### config.mk
export PLATFORM = sky130hd
export DESIGN_NAME = serial_adc_device_interface
export DESIGN_NICKNAME = d
export VERILOG_FILES = /design/src/sadi_pkg.sv /design/src/sadi_link_fsm.sv /design/src/serial_adc_device_interface.sv
export VERILOG_INCLUDE_DIRS = /design/src /design/src/src
export SDC_FILE = /design/constraint.sdc
export NUM_CORES = 1
export LEC_CHECK = 0
export ABC_AREA = 1
export BUFFER_PORTS_ARGS = -buffer_cell sky130_fd_sc_hd__buf_4
export CAP_MARGIN = 5
export CORE_ASPECT_RATIO = 1.25
export CORE_UTILIZATION = 54
export CTS_CLUSTER_SIZE = 14
export DETAILED_ROUTE_END_ITERATION = 10
export GPL_TIMING_DRIVEN = 0
export PLACE_DENSITY = 0.79
export SLEW_MARGIN = 40
export SYNTH_ARGS = -nofsm -noshare
export SYNTH_HDL_FRONTEND = slang
export SYNTH_SLANG_ARGS = --single-unit
### constraint.sdc
create_clock -name i_clk -period 2.45 [get_ports i_clk]
set_input_delay 0.3675 -clock i_clk [delete_from_list [all_inputs] [get_ports i_clk]]
set_output_delay 0.3675 -clock i_clk [all_outputs]
set_load 0.1 [all_outputs]
### src/serial_adc_device_interface_assert.svh
// ----------------------------------------------------------------------------
// serial adc device interface assertion macros
// concurrent assertion wrappers, empty when synthesizing
// ----------------------------------------------------------------------------
`ifndef SERIAL_ADC_DEVICE_INTERFACE_ASSERT_SVH
`define SERIAL_ADC_DEVICE_INTERFACE_ASSERT_SVH

`ifndef SYNTHESIS
// checked while out of reset
`define SADI_ASSERT(lbl, clk, rst_n, prop, msg) \
    lbl: assert property (@(posedge clk) disable iff (!rst_n) prop) else $error(msg);
// checked on every edge, reset included
`define SADI_ASSERT_ALWAYS(lbl, clk, prop, msg) \
    lbl: assert property (@(posedge clk) prop) else $error(msg);
`else
`define SADI_ASSERT(lbl, clk, rst_n, prop, msg)
`define SADI_ASSERT_ALWAYS(lbl, clk, prop, msg)
`endif

`endif

### src/sadi_pkg.sv
// ----------------------------------------------------------------------------
// sadi_pkg
// shared constants and item types of the serial adc device interface
// ----------------------------------------------------------------------------
package sadi_pkg;

    localparam int CODE_BITS = 8;
    localparam int FALL_W    = 4;
    localparam int RISE_W    = 2;
    localparam int PHASE_W   = 2;

    localparam logic [FALL_W-1:0] FALL_MAX  = 4'd15;
    localparam logic [RISE_W-1:0] RISE_MAX  = 2'd3;
    localparam logic [RISE_W-1:0] RISE_START = 2'd1;
    localparam logic [RISE_W-1:0] RISE_SGL   = 2'd2;

    localparam logic [PHASE_W-1:0] PH_IDLE   = 2'd0;
    localparam logic [PHASE_W-1:0] PH_INPUT  = 2'd1;
    localparam logic [PHASE_W-1:0] PH_OUTPUT = 2'd2;

    localparam logic [1:0] OP_CS   = 2'd0;
    localparam logic [1:0] OP_CLK  = 2'd1;
    localparam logic [1:0] OP_READ = 2'd2;

    typedef struct packed {
        logic [1:0]           operation;
        logic                 level;
        logic                 di_level;
        logic [CODE_BITS-1:0] ch0_code;
        logic [CODE_BITS-1:0] ch1_code;
    } t_in_item;

    typedef struct packed {
        logic               do_level;
        logic [PHASE_W-1:0] link_phase;
        logic               selected_channel;
    } t_out_item;

endpackage

### src/sadi_link_fsm.sv
// ----------------------------------------------------------------------------
// sadi_link_fsm
// frame state of the device link, next state and do view for one pin event
// ----------------------------------------------------------------------------
module sadi_link_fsm
    import sadi_pkg::*;
(
    input  logic      i_clk,
    input  logic      i_rst_n,
    input  logic      i_fire,
    input  t_in_item  i_item,
    input  logic      i_three_wire,
    output t_out_item o_result
);

    logic [PHASE_W-1:0]   r_phase, n_phase;
    logic [RISE_W-1:0]    r_rise,  n_rise;
    logic [FALL_W-1:0]    r_fall,  n_fall;
    logic [1:0]           r_mux,   n_mux;
    logic [CODE_BITS-1:0] r_shift, n_shift;
    logic                 r_out,   n_out;

    logic [RISE_W-1:0] w_rise_inc;
    logic [FALL_W-1:0] w_fall_inc;
    logic [FALL_W-1:0] w_bit_pos;
    logic              w_odd;

    assign w_rise_inc = (r_rise < RISE_MAX) ? r_rise + 1'b1 : r_rise;
    assign w_fall_inc = (r_fall < FALL_MAX) ? r_fall + 1'b1 : r_fall;
    assign w_bit_pos  = FALL_W'(CODE_BITS) - w_fall_inc;
    assign w_odd      = r_mux[0] | i_item.di_level;

    always_comb begin
        n_phase = r_phase;
        n_rise  = r_rise;
        n_fall  = r_fall;
        n_mux   = r_mux;
        n_shift = r_shift;
        n_out   = r_out;
        unique case (i_item.operation)
            OP_CS: begin
                if (!i_item.level) begin
                    n_phase = PH_INPUT;
                    n_rise  = '0;
                    n_fall  = '0;
                    n_mux   = '0;
                    n_shift = '0;
                end else begin
                    n_phase = PH_IDLE;
                end
                n_out = 1'b1;
            end
            OP_CLK: begin
                if (i_item.level) begin
                    if (r_phase == PH_INPUT) begin
                        n_rise = w_rise_inc;
                        if (w_rise_inc == RISE_START) begin
                            if (!i_item.di_level) begin
                                n_phase = PH_IDLE;
                            end
                        end else if (w_rise_inc == RISE_SGL) begin
                            n_mux = {i_item.di_level, 1'b0};
                        end else begin
                            n_mux   = {r_mux[1], w_odd};
                            n_shift = w_odd ? i_item.ch1_code : i_item.ch0_code;
                            n_phase = PH_OUTPUT;
                            n_fall  = '0;
                            n_out   = 1'b0;
                        end
                    end
                end else if (r_phase == PH_OUTPUT) begin
                    n_fall = w_fall_inc;
                    if (w_fall_inc <= FALL_W'(CODE_BITS)) begin
                        n_out = r_shift[w_bit_pos[2:0]];
                    end else begin
                        n_out = 1'b1;
                    end
                end
            end
            default: begin
            end
        endcase
    end

    always_comb begin
        if (n_phase == PH_OUTPUT) begin
            o_result.do_level = n_out;
        end else if (n_phase == PH_INPUT && i_three_wire) begin
            o_result.do_level = i_item.di_level;
        end else begin
            o_result.do_level = 1'b1;
        end
        o_result.link_phase       = n_phase;
        o_result.selected_channel = n_mux[0];
    end

    always_ff @(posedge i_clk) begin
        if (!i_rst_n) begin
            r_phase <= PH_IDLE;
            r_rise  <= '0;
            r_fall  <= '0;
            r_mux   <= '0;
            r_shift <= '0;
            r_out   <= 1'b1;
        end else if (i_fire) begin
            r_phase <= n_phase;
            r_rise  <= n_rise;
            r_fall  <= n_fall;
            r_mux   <= n_mux;
            r_shift <= n_shift;
            r_out   <= n_out;
        end
    end

endmodule

### src/serial_adc_device_interface.sv
// ----------------------------------------------------------------------------
// serial_adc_device_interface
// device side of a two-channel 8-bit serial adc link, one pin event per item
//
// channel   dir  handshake                       payload
// s_axis    in   s_axis_tvalid / s_axis_tready   pin event
// m_axis    out  m_axis_tvalid / m_axis_tready   do level and link status
// cfg       in   i_cfg_valid / o_cfg_ready       three wire mode
//
// one item per cycle while the output is not stalled; each item passes
// through the input register and then the result register before its result
// can be taken on m_axis, and a stall can hold it between the two
// synchronous active-low reset idles the link with do released high
// a stalled output holds the result, the input register still fills behind it
// ----------------------------------------------------------------------------
module serial_adc_device_interface
    import sadi_pkg::*;
(
    input  logic        i_clk,
    input  logic        i_rst_n,
    input  logic        s_axis_tvalid,
    output logic        s_axis_tready,
    input  logic [23:0] s_axis_tdata,  // level, di_level, ch0_code[7:0], ch1_code[7:0]
    input  logic [1:0]  s_axis_tuser,  // operation[1:0]
    output logic        m_axis_tvalid,
    input  logic        m_axis_tready,
    output logic [7:0]  m_axis_tdata,  // do_level, link_phase[1:0], selected_channel
    input  logic        i_cfg_valid,
    output logic        o_cfg_ready,
    input  logic        i_cfg_data
);

    logic      r_in_valid;
    t_in_item  r_in;
    logic      r_out_valid;
    t_out_item r_out;
    logic      r_three_wire;
    logic      w_advance;
    logic      w_fire;
    t_out_item w_result;

    assign w_advance     = !r_out_valid || m_axis_tready;
    assign w_fire        = r_in_valid && w_advance;
    assign s_axis_tready = !r_in_valid || w_advance;
    assign o_cfg_ready   = 1'b1;

    always_ff @(posedge i_clk) begin
        if (!i_rst_n) begin
            r_three_wire <= 1'b0;
        end else if (i_cfg_valid) begin
            r_three_wire <= i_cfg_data;
        end
    end

    always_ff @(posedge i_clk) begin
        if (!i_rst_n) begin
            r_in_valid <= 1'b0;
        end else if (s_axis_tready) begin
            r_in_valid <= s_axis_tvalid;
        end
    end

    always_ff @(posedge i_clk) begin
        if (s_axis_tvalid && s_axis_tready) begin
            r_in.operation <= s_axis_tuser;
            r_in.level     <= s_axis_tdata[0];
            r_in.di_level  <= s_axis_tdata[1];
            r_in.ch0_code  <= s_axis_tdata[9:2];
            r_in.ch1_code  <= s_axis_tdata[17:10];
        end
    end

    sadi_link_fsm u_link_fsm (
        .i_clk        (i_clk),
        .i_rst_n      (i_rst_n),
        .i_fire       (w_fire),
        .i_item       (r_in),
        .i_three_wire (r_three_wire),
        .o_result     (w_result)
    );

    always_ff @(posedge i_clk) begin
        if (!i_rst_n) begin
            r_out_valid <= 1'b0;
        end else if (w_advance) begin
            r_out_valid <= r_in_valid;
        end
    end

    always_ff @(posedge i_clk) begin
        if (w_fire) begin
            r_out <= w_result;
        end
    end

    assign m_axis_tvalid = r_out_valid;
    assign m_axis_tdata  = {4'b0000, r_out.selected_channel, r_out.link_phase, r_out.do_level};

`include "serial_adc_device_interface_assert.svh"

    `SADI_ASSERT(a_stall_full, i_clk, i_rst_n,
        !s_axis_tready |-> (r_in_valid && r_out_valid && !m_axis_tready),
        "input stalled with a free stage")
    `SADI_ASSERT(a_no_phantom, i_clk, i_rst_n,
        (!r_in_valid && m_axis_tready) |=> !r_out_valid,
        "result shown without a transaction")
    `SADI_ASSERT(a_idle_released, i_clk, i_rst_n,
        (r_out_valid && r_out.link_phase == PH_IDLE) |-> r_out.do_level,
        "do driven low while idle")
    `SADI_ASSERT_ALWAYS(a_reset_empty, i_clk,
        !i_rst_n |=> (!r_out_valid && !r_in_valid),
        "pipeline not empty after reset")

endmodule

# After elaboration in Yosys (flattened, before gate mapping)
# Index checks and enable logic that the tools add are counted.
[totals]
output_inout_bits = 11
inputBits = 32
reg_bits = 45
[classes]
reduce_logical = 12
eq_ne = 16
mux = 44
n_addsub = 3
n_bitwise = 1
magnitude_cmp = 4
[op_table]
columns = ["op", "n"]
rows = [
  ["$mux 8", 6],
  ["$mux 4", 7],
  ["$mux 2", 9],
  ["$pmux 8 s2", 1],
  ["$mux 1", 15],
  ["$reduce_and 7->1", 2],
  ["$eq 2x1->1 const B", 4],
  ["$ne 2x2->1 const B", 4],
  ["$pmux 2 s2", 2],
  ["$pmux 4 s2", 1],
  ["$eq 2x2->1 const B", 3],
  ["$ne 3x2->1 const B", 2],
  ["$ne 3x3->1 const B", 2],
  ["$reduce_and 5->1", 1],
  ["$add 4x1->4 const B", 1],
  ["$le 4x4->1 const B", 1],
  ["$lt 3x4->1 const B", 1],
  ["$lt 4x4->1 const B", 1],
  ["$pmux 1 s2", 2],
  ["$bmux 1 s3", 1],
  ["$logic_and 1x1->1", 3],
  ["$sub 1x3->3 const A", 1],
  ["$add 2x1->2 const B", 1],
  ["$logic_not 1->1", 2],
  ["other kinds (6)", 7],
]

# Depth between registers and ports, before layout
[logic_depth]
word_depth = 12
depth_mapped = 16
depth_no_buf = 16

# Hierarchy
# Synthesis repeated with hierarchy kept, for this count alone.
[hier_totals]
hier_cells = 242
area_unflattened_um2 = 2108.3
[modules_own_cells]
columns = ["module", "area_each_um2", "seq_area_each_um2", "cells_per_inst", "instances"]
rows = [
  ["sadi_link_fsm", 1211.2, 360.3, 193, 1],
  ["serial_adc_device_interface", 897.1, 780.7, 49, 1],
]

# Least setup slack after synthesis
# No wires, ideal clock.
[synth_path]
kind = "reg2reg"
start = "reg r_out_valid, in the netlist m_axis_tvalid"
end = "reg r_in[0] (netlist bit), enable pin"
required_ps = 2112
n_path_buf = 0
path_slack_ps = -477
path_stages_with_launch = 4
arrival_ps = 2589
path_cell_list = "dfxtp_1 nand3_1 nand2_1 inv_1"
[synth_between]
elab_chain_len = 4
[synth_rtl]
columns = ["item", "line", "source"]
rows = [
  ["from (decl)", "serial_adc_device_interface.sv:35", "logic r_out_valid;"],
  ["from (signal assigned)", "serial_adc_device_interface.sv:86", "r_out_valid <= r_in_valid;"],
  ["$logic_not 1->1", "serial_adc_device_interface.sv:42", "assign w_advance = !r_out_valid || m_axis_tready;"],
  ["$logic_or 1x1->1", "serial_adc_device_interface.sv:42", ""],
  ["$logic_or 1x1->1", "serial_adc_device_interface.sv:44", "assign s_axis_tready = !r_in_valid || w_advance;"],
  ["named net s_axis_tready", "serial_adc_device_interface.sv:22", "output logic s_axis_tready,"],
  ["$logic_and 1x1->1", "serial_adc_device_interface.sv:64", "if (s_axis_tvalid && s_axis_tready) begin"],
  ["to (decl)", "serial_adc_device_interface.sv:34", "t_in_item r_in;"],
]
# The timed path passes the listed nets, and every way through them passes these cells.
# A chain may end at the register's enable or synchronous reset.

==> impl_metrics.py <==
metrics = {
    "pwr": {
        "p_int_mw": 1.21,
        "leakage_nw": 1.08,
        "p_per_area_nw_per_um2": 623,
        "netSwitchingFraction_pct": 25.0,
        "seq_power_share_pct": 52.9,
        "switchingPower_mw": 0.401,
        "p_comb_share_pct": 13.8,
        "power_frac_clock_pct": 33.4,
        "vdd_ir_drop_max_uv": 461,
        "power.total_mw": 1.61,
    },
    "clock_tree": {
        "htreeDepth": 2,
        "worstSkewPairLatency_ps": 290,
        "cts_tree": "built",
        "cts_buffers": 5,
        "cts_sinks": 45,
        "post_cts_resized": 0,
        "ctsLongestPathBuffers": 2,
        "cts.root.buffer_cell": "clkbuf_8",
        "path_clk_slew_ps": 80,
        "cts_hold_buffers": 0,
        "post_cts_buffers": 0,
    },
    "yosys": {
        "yosys.cell_types.count": 31,
        "ys_seq_area_share_pct": 53.2,
        "syn_avg_cell_area_um2": 8.76,
        "ys_ff_latch": 45,
        "syn_area_um2": 2150,
        "ys_warn_count": 0,
        "netlist_instances": 245,
    },
    "drt": {
        "wirelength_um": 3510,
        "via_per_inst": 4.82,
        "drtIter0Drc": 80,
        "ant_nets": 0,
        "dr.pass1.iters": 4,
        "post-route-drc-count": 0,
        "wl_per_cell_um": 10.3,
        "vias": 1643,
    },
    "sta": {
        "fin_skew_ps": 5.37,
        "tightest_slew_ps": 648,
        "max_slew_margin_pct": 56.7,
        "fmax_mhz": 446,
        "setup_viol": 0,
        "maxSlewViolCount": 0,
        "fin_crit_sh_pct": 91.6,
        "finalSetupTns_ps": 0,
        "rsz0062_at_grt": "no",
        "hold_viol": 0,
        "fin_crit_ps": 2240,
    },
    "placed_design": {
        "gp_congestion": 0.862,
        "post-dp-hpwl_um": 2680,
        "io_buffer_count": 31,
    },
    "die": {
        "io_pins": 43,
        "dieHeight_um": 72.5,
        "initial_core_util_pct": 56.7,
        "coreArea_um2": 3780,
        "dieArea_um2": 4230,
        "num_rows": 25,
        "fp.dieW_um": 58.4,
    },
    "cells_and_area": {
        "diodes": 0,
        "syn_to_final_growth_pct": 20.1,
        "post-route-util_pct": 68.1,
        "final_layout_size_suffix_gt1_share_pct": 23.0,
        "fin_nets": 320,
        "final_cell_mix": "buf_4, nand2_1, inv_1",
    },
    "global_routing": {
        "grt_util_all_layers_pct": 19.2,
        "antenna_found_initial": 0,
        "grt_pass1_vias": 1502,
        "gr-total-overflow": 0,
        "grt_pass1_wl_um": 6080,
        "grt_max_degree": 21,
    },
    "worst_setup_path": {
        "critPathMaxFanout": 5,
        "worst_path_largest_cell_delay_ps": 450,
        "crit_path_cell_trace": "ha_1 -> nand2_2 -> nor2_4 -> o21ai_0 -> ha_1 -> inv_1 -> nand3_1 -> nand2_1 -> nand2_1 -> nand3_1 -> nand2_1 -> nand2_1 -> nand3_1 -> nand2_1",
        "path_class": "reg -> reg",
        "worstPathArrival_ps": 2300,
        "required_ps": 2510,
        "crit_path_frequent_cell": "nand2_1",
        "cp_slowest_cell": "dfxtp_1",
        "cp-start-kind": "flop",
        "crit_path_end_kind": "flop",
    },
    "min_path": {
        "hold_path.class": "in -> reg",
    },
    "status": {
        "status": "finished, final reports clean",
    },
    "flow_run": {
        "cap_violations": 0,
    },
}
[state kept, by name, indices dropped and copies added, names as in the netlist]
register,flops
m_axis_tdata,4
m_axis_tvalid,1
r_in,20
r_in_valid,1
r_three_wire,1
u_link_fsm.r_fall,4
u_link_fsm.r_mux,1
u_link_fsm.r_out,1
u_link_fsm.r_phase,2
u_link_fsm.r_rise,2
u_link_fsm.r_shift,8
[final timing paths]
check | start | endpoint | slack [ps] | cells past startpoint
min reg2reg | u_link_fsm.r_shift[4] | u_link_fsm.r_shift[4] | 450 | 2
min | i_cfg_valid | r_three_wire | 240 | 2
max reg2reg | u_link_fsm.r_fall[0] | m_axis_tdata[0] | 210 | 14
max | u_link_fsm.r_fall[0] | m_axis_tdata[0] | 210 | 14
[stage by stage]
step / cell area [um^2] / worst slack, ps / hold slack (ps) / std cells
after global routing: 2580 / 3.41 / 232 / 341
after floorplan: 2170 / 183 / 427 / 248
final: 2580 / 207 / 244 / 341
after detailed placement: 2470 / 210 / 445 / 333
after CTS: 2580 / 194 / 238 / 341
after global placement: 2470 / 232 / 438 / 333
[worst max-delay path, delay by kind of cell, from the launching register on]
kind	cells	cell delay (ps)
simple gates	10	710
fa+ha+maj	2	650
flops	1	450
compound gates	1	140
buf+inv	1	60
[cells by family after synthesis]
| kind of cell | count (synthesis) | synth area share (%) |
|---|---|---|
| AO/OA/AOI/OAI | 58 | 14.3 |
| buffers and inverters | 44 | 8.80 |
| flip-flops | 45 | 53.2 |
| XOR/XNOR | 2 | 0.816 |
| other | 2 | 0.350 |
| adder cells (fa/ha/maj) | 2 | 1.17 |
| AND/OR/NAND/NOR | 92 | 21.3 |
[power by group through the flow]
stage                     registers [mW]  clock network [mW]  logic [mW]
after floorplan                    0.893                   0       0.134
after global placement             0.866                   0       0.218
after detailed placement           0.867                   0       0.221
after CTS                          0.850               0.551       0.221
after global routing               0.854               0.575       0.242
final                              0.849               0.537       0.221
[cell usage after synthesis (all sizes together)]
| cell type | count | area (um^2) |
|---|---|---|
| nand2 | 44 | 198 |
| inv | 35 | 131 |
| o21ai | 28 | 144 |
| a21oi | 24 | 120 |
| edfxtp | 24 | 721 |
| nand3 | 22 | 120 |
| dfxtp | 21 | 420 |
| nor2 | 20 | 103 |
| buf | 7 | 50.0 |
| a211oi | 2 | 15.0 |
| a31oi | 2 | 12.5 |
| conb | 2 | 7.51 |
| ha | 2 | 25.0 |
| nand3b | 2 | 15.0 |
| nand4 | 2 | 12.5 |
| nor3 | 2 | 10.0 |
| clkbuf | 1 | 3.75 |
| clkinv | 1 | 3.75 |
| o21bai | 1 | 7.51 |
| o311ai | 1 | 8.76 |
| xnor2 | 1 | 8.76 |
| xor2 | 1 | 8.76 |
[cell type report]
cell class / count / area, um^2
plain buffers: 8 / 53.8
clock buffers: 6 / 72.6
clock inverters: 2 / 35.0
fillers: 314 / 1210
inverters: 36 / 135
multi-input cells: 159 / 840
flip-flops and latches: 45 / 1140
well taps: 54 / 67.6
repair buffers: 31 / 233
[metal layers]
metal	vias to the layer above	global-route usage (%)	wire (um)
li1	896	-	-
met1	700	21.9	1480
met2	39	33.2	1810
met3	8	4.81	150
met4	0	9.26	71
met5	-	0	0
No activity file was read; power rests on OpenSTA's default activity.
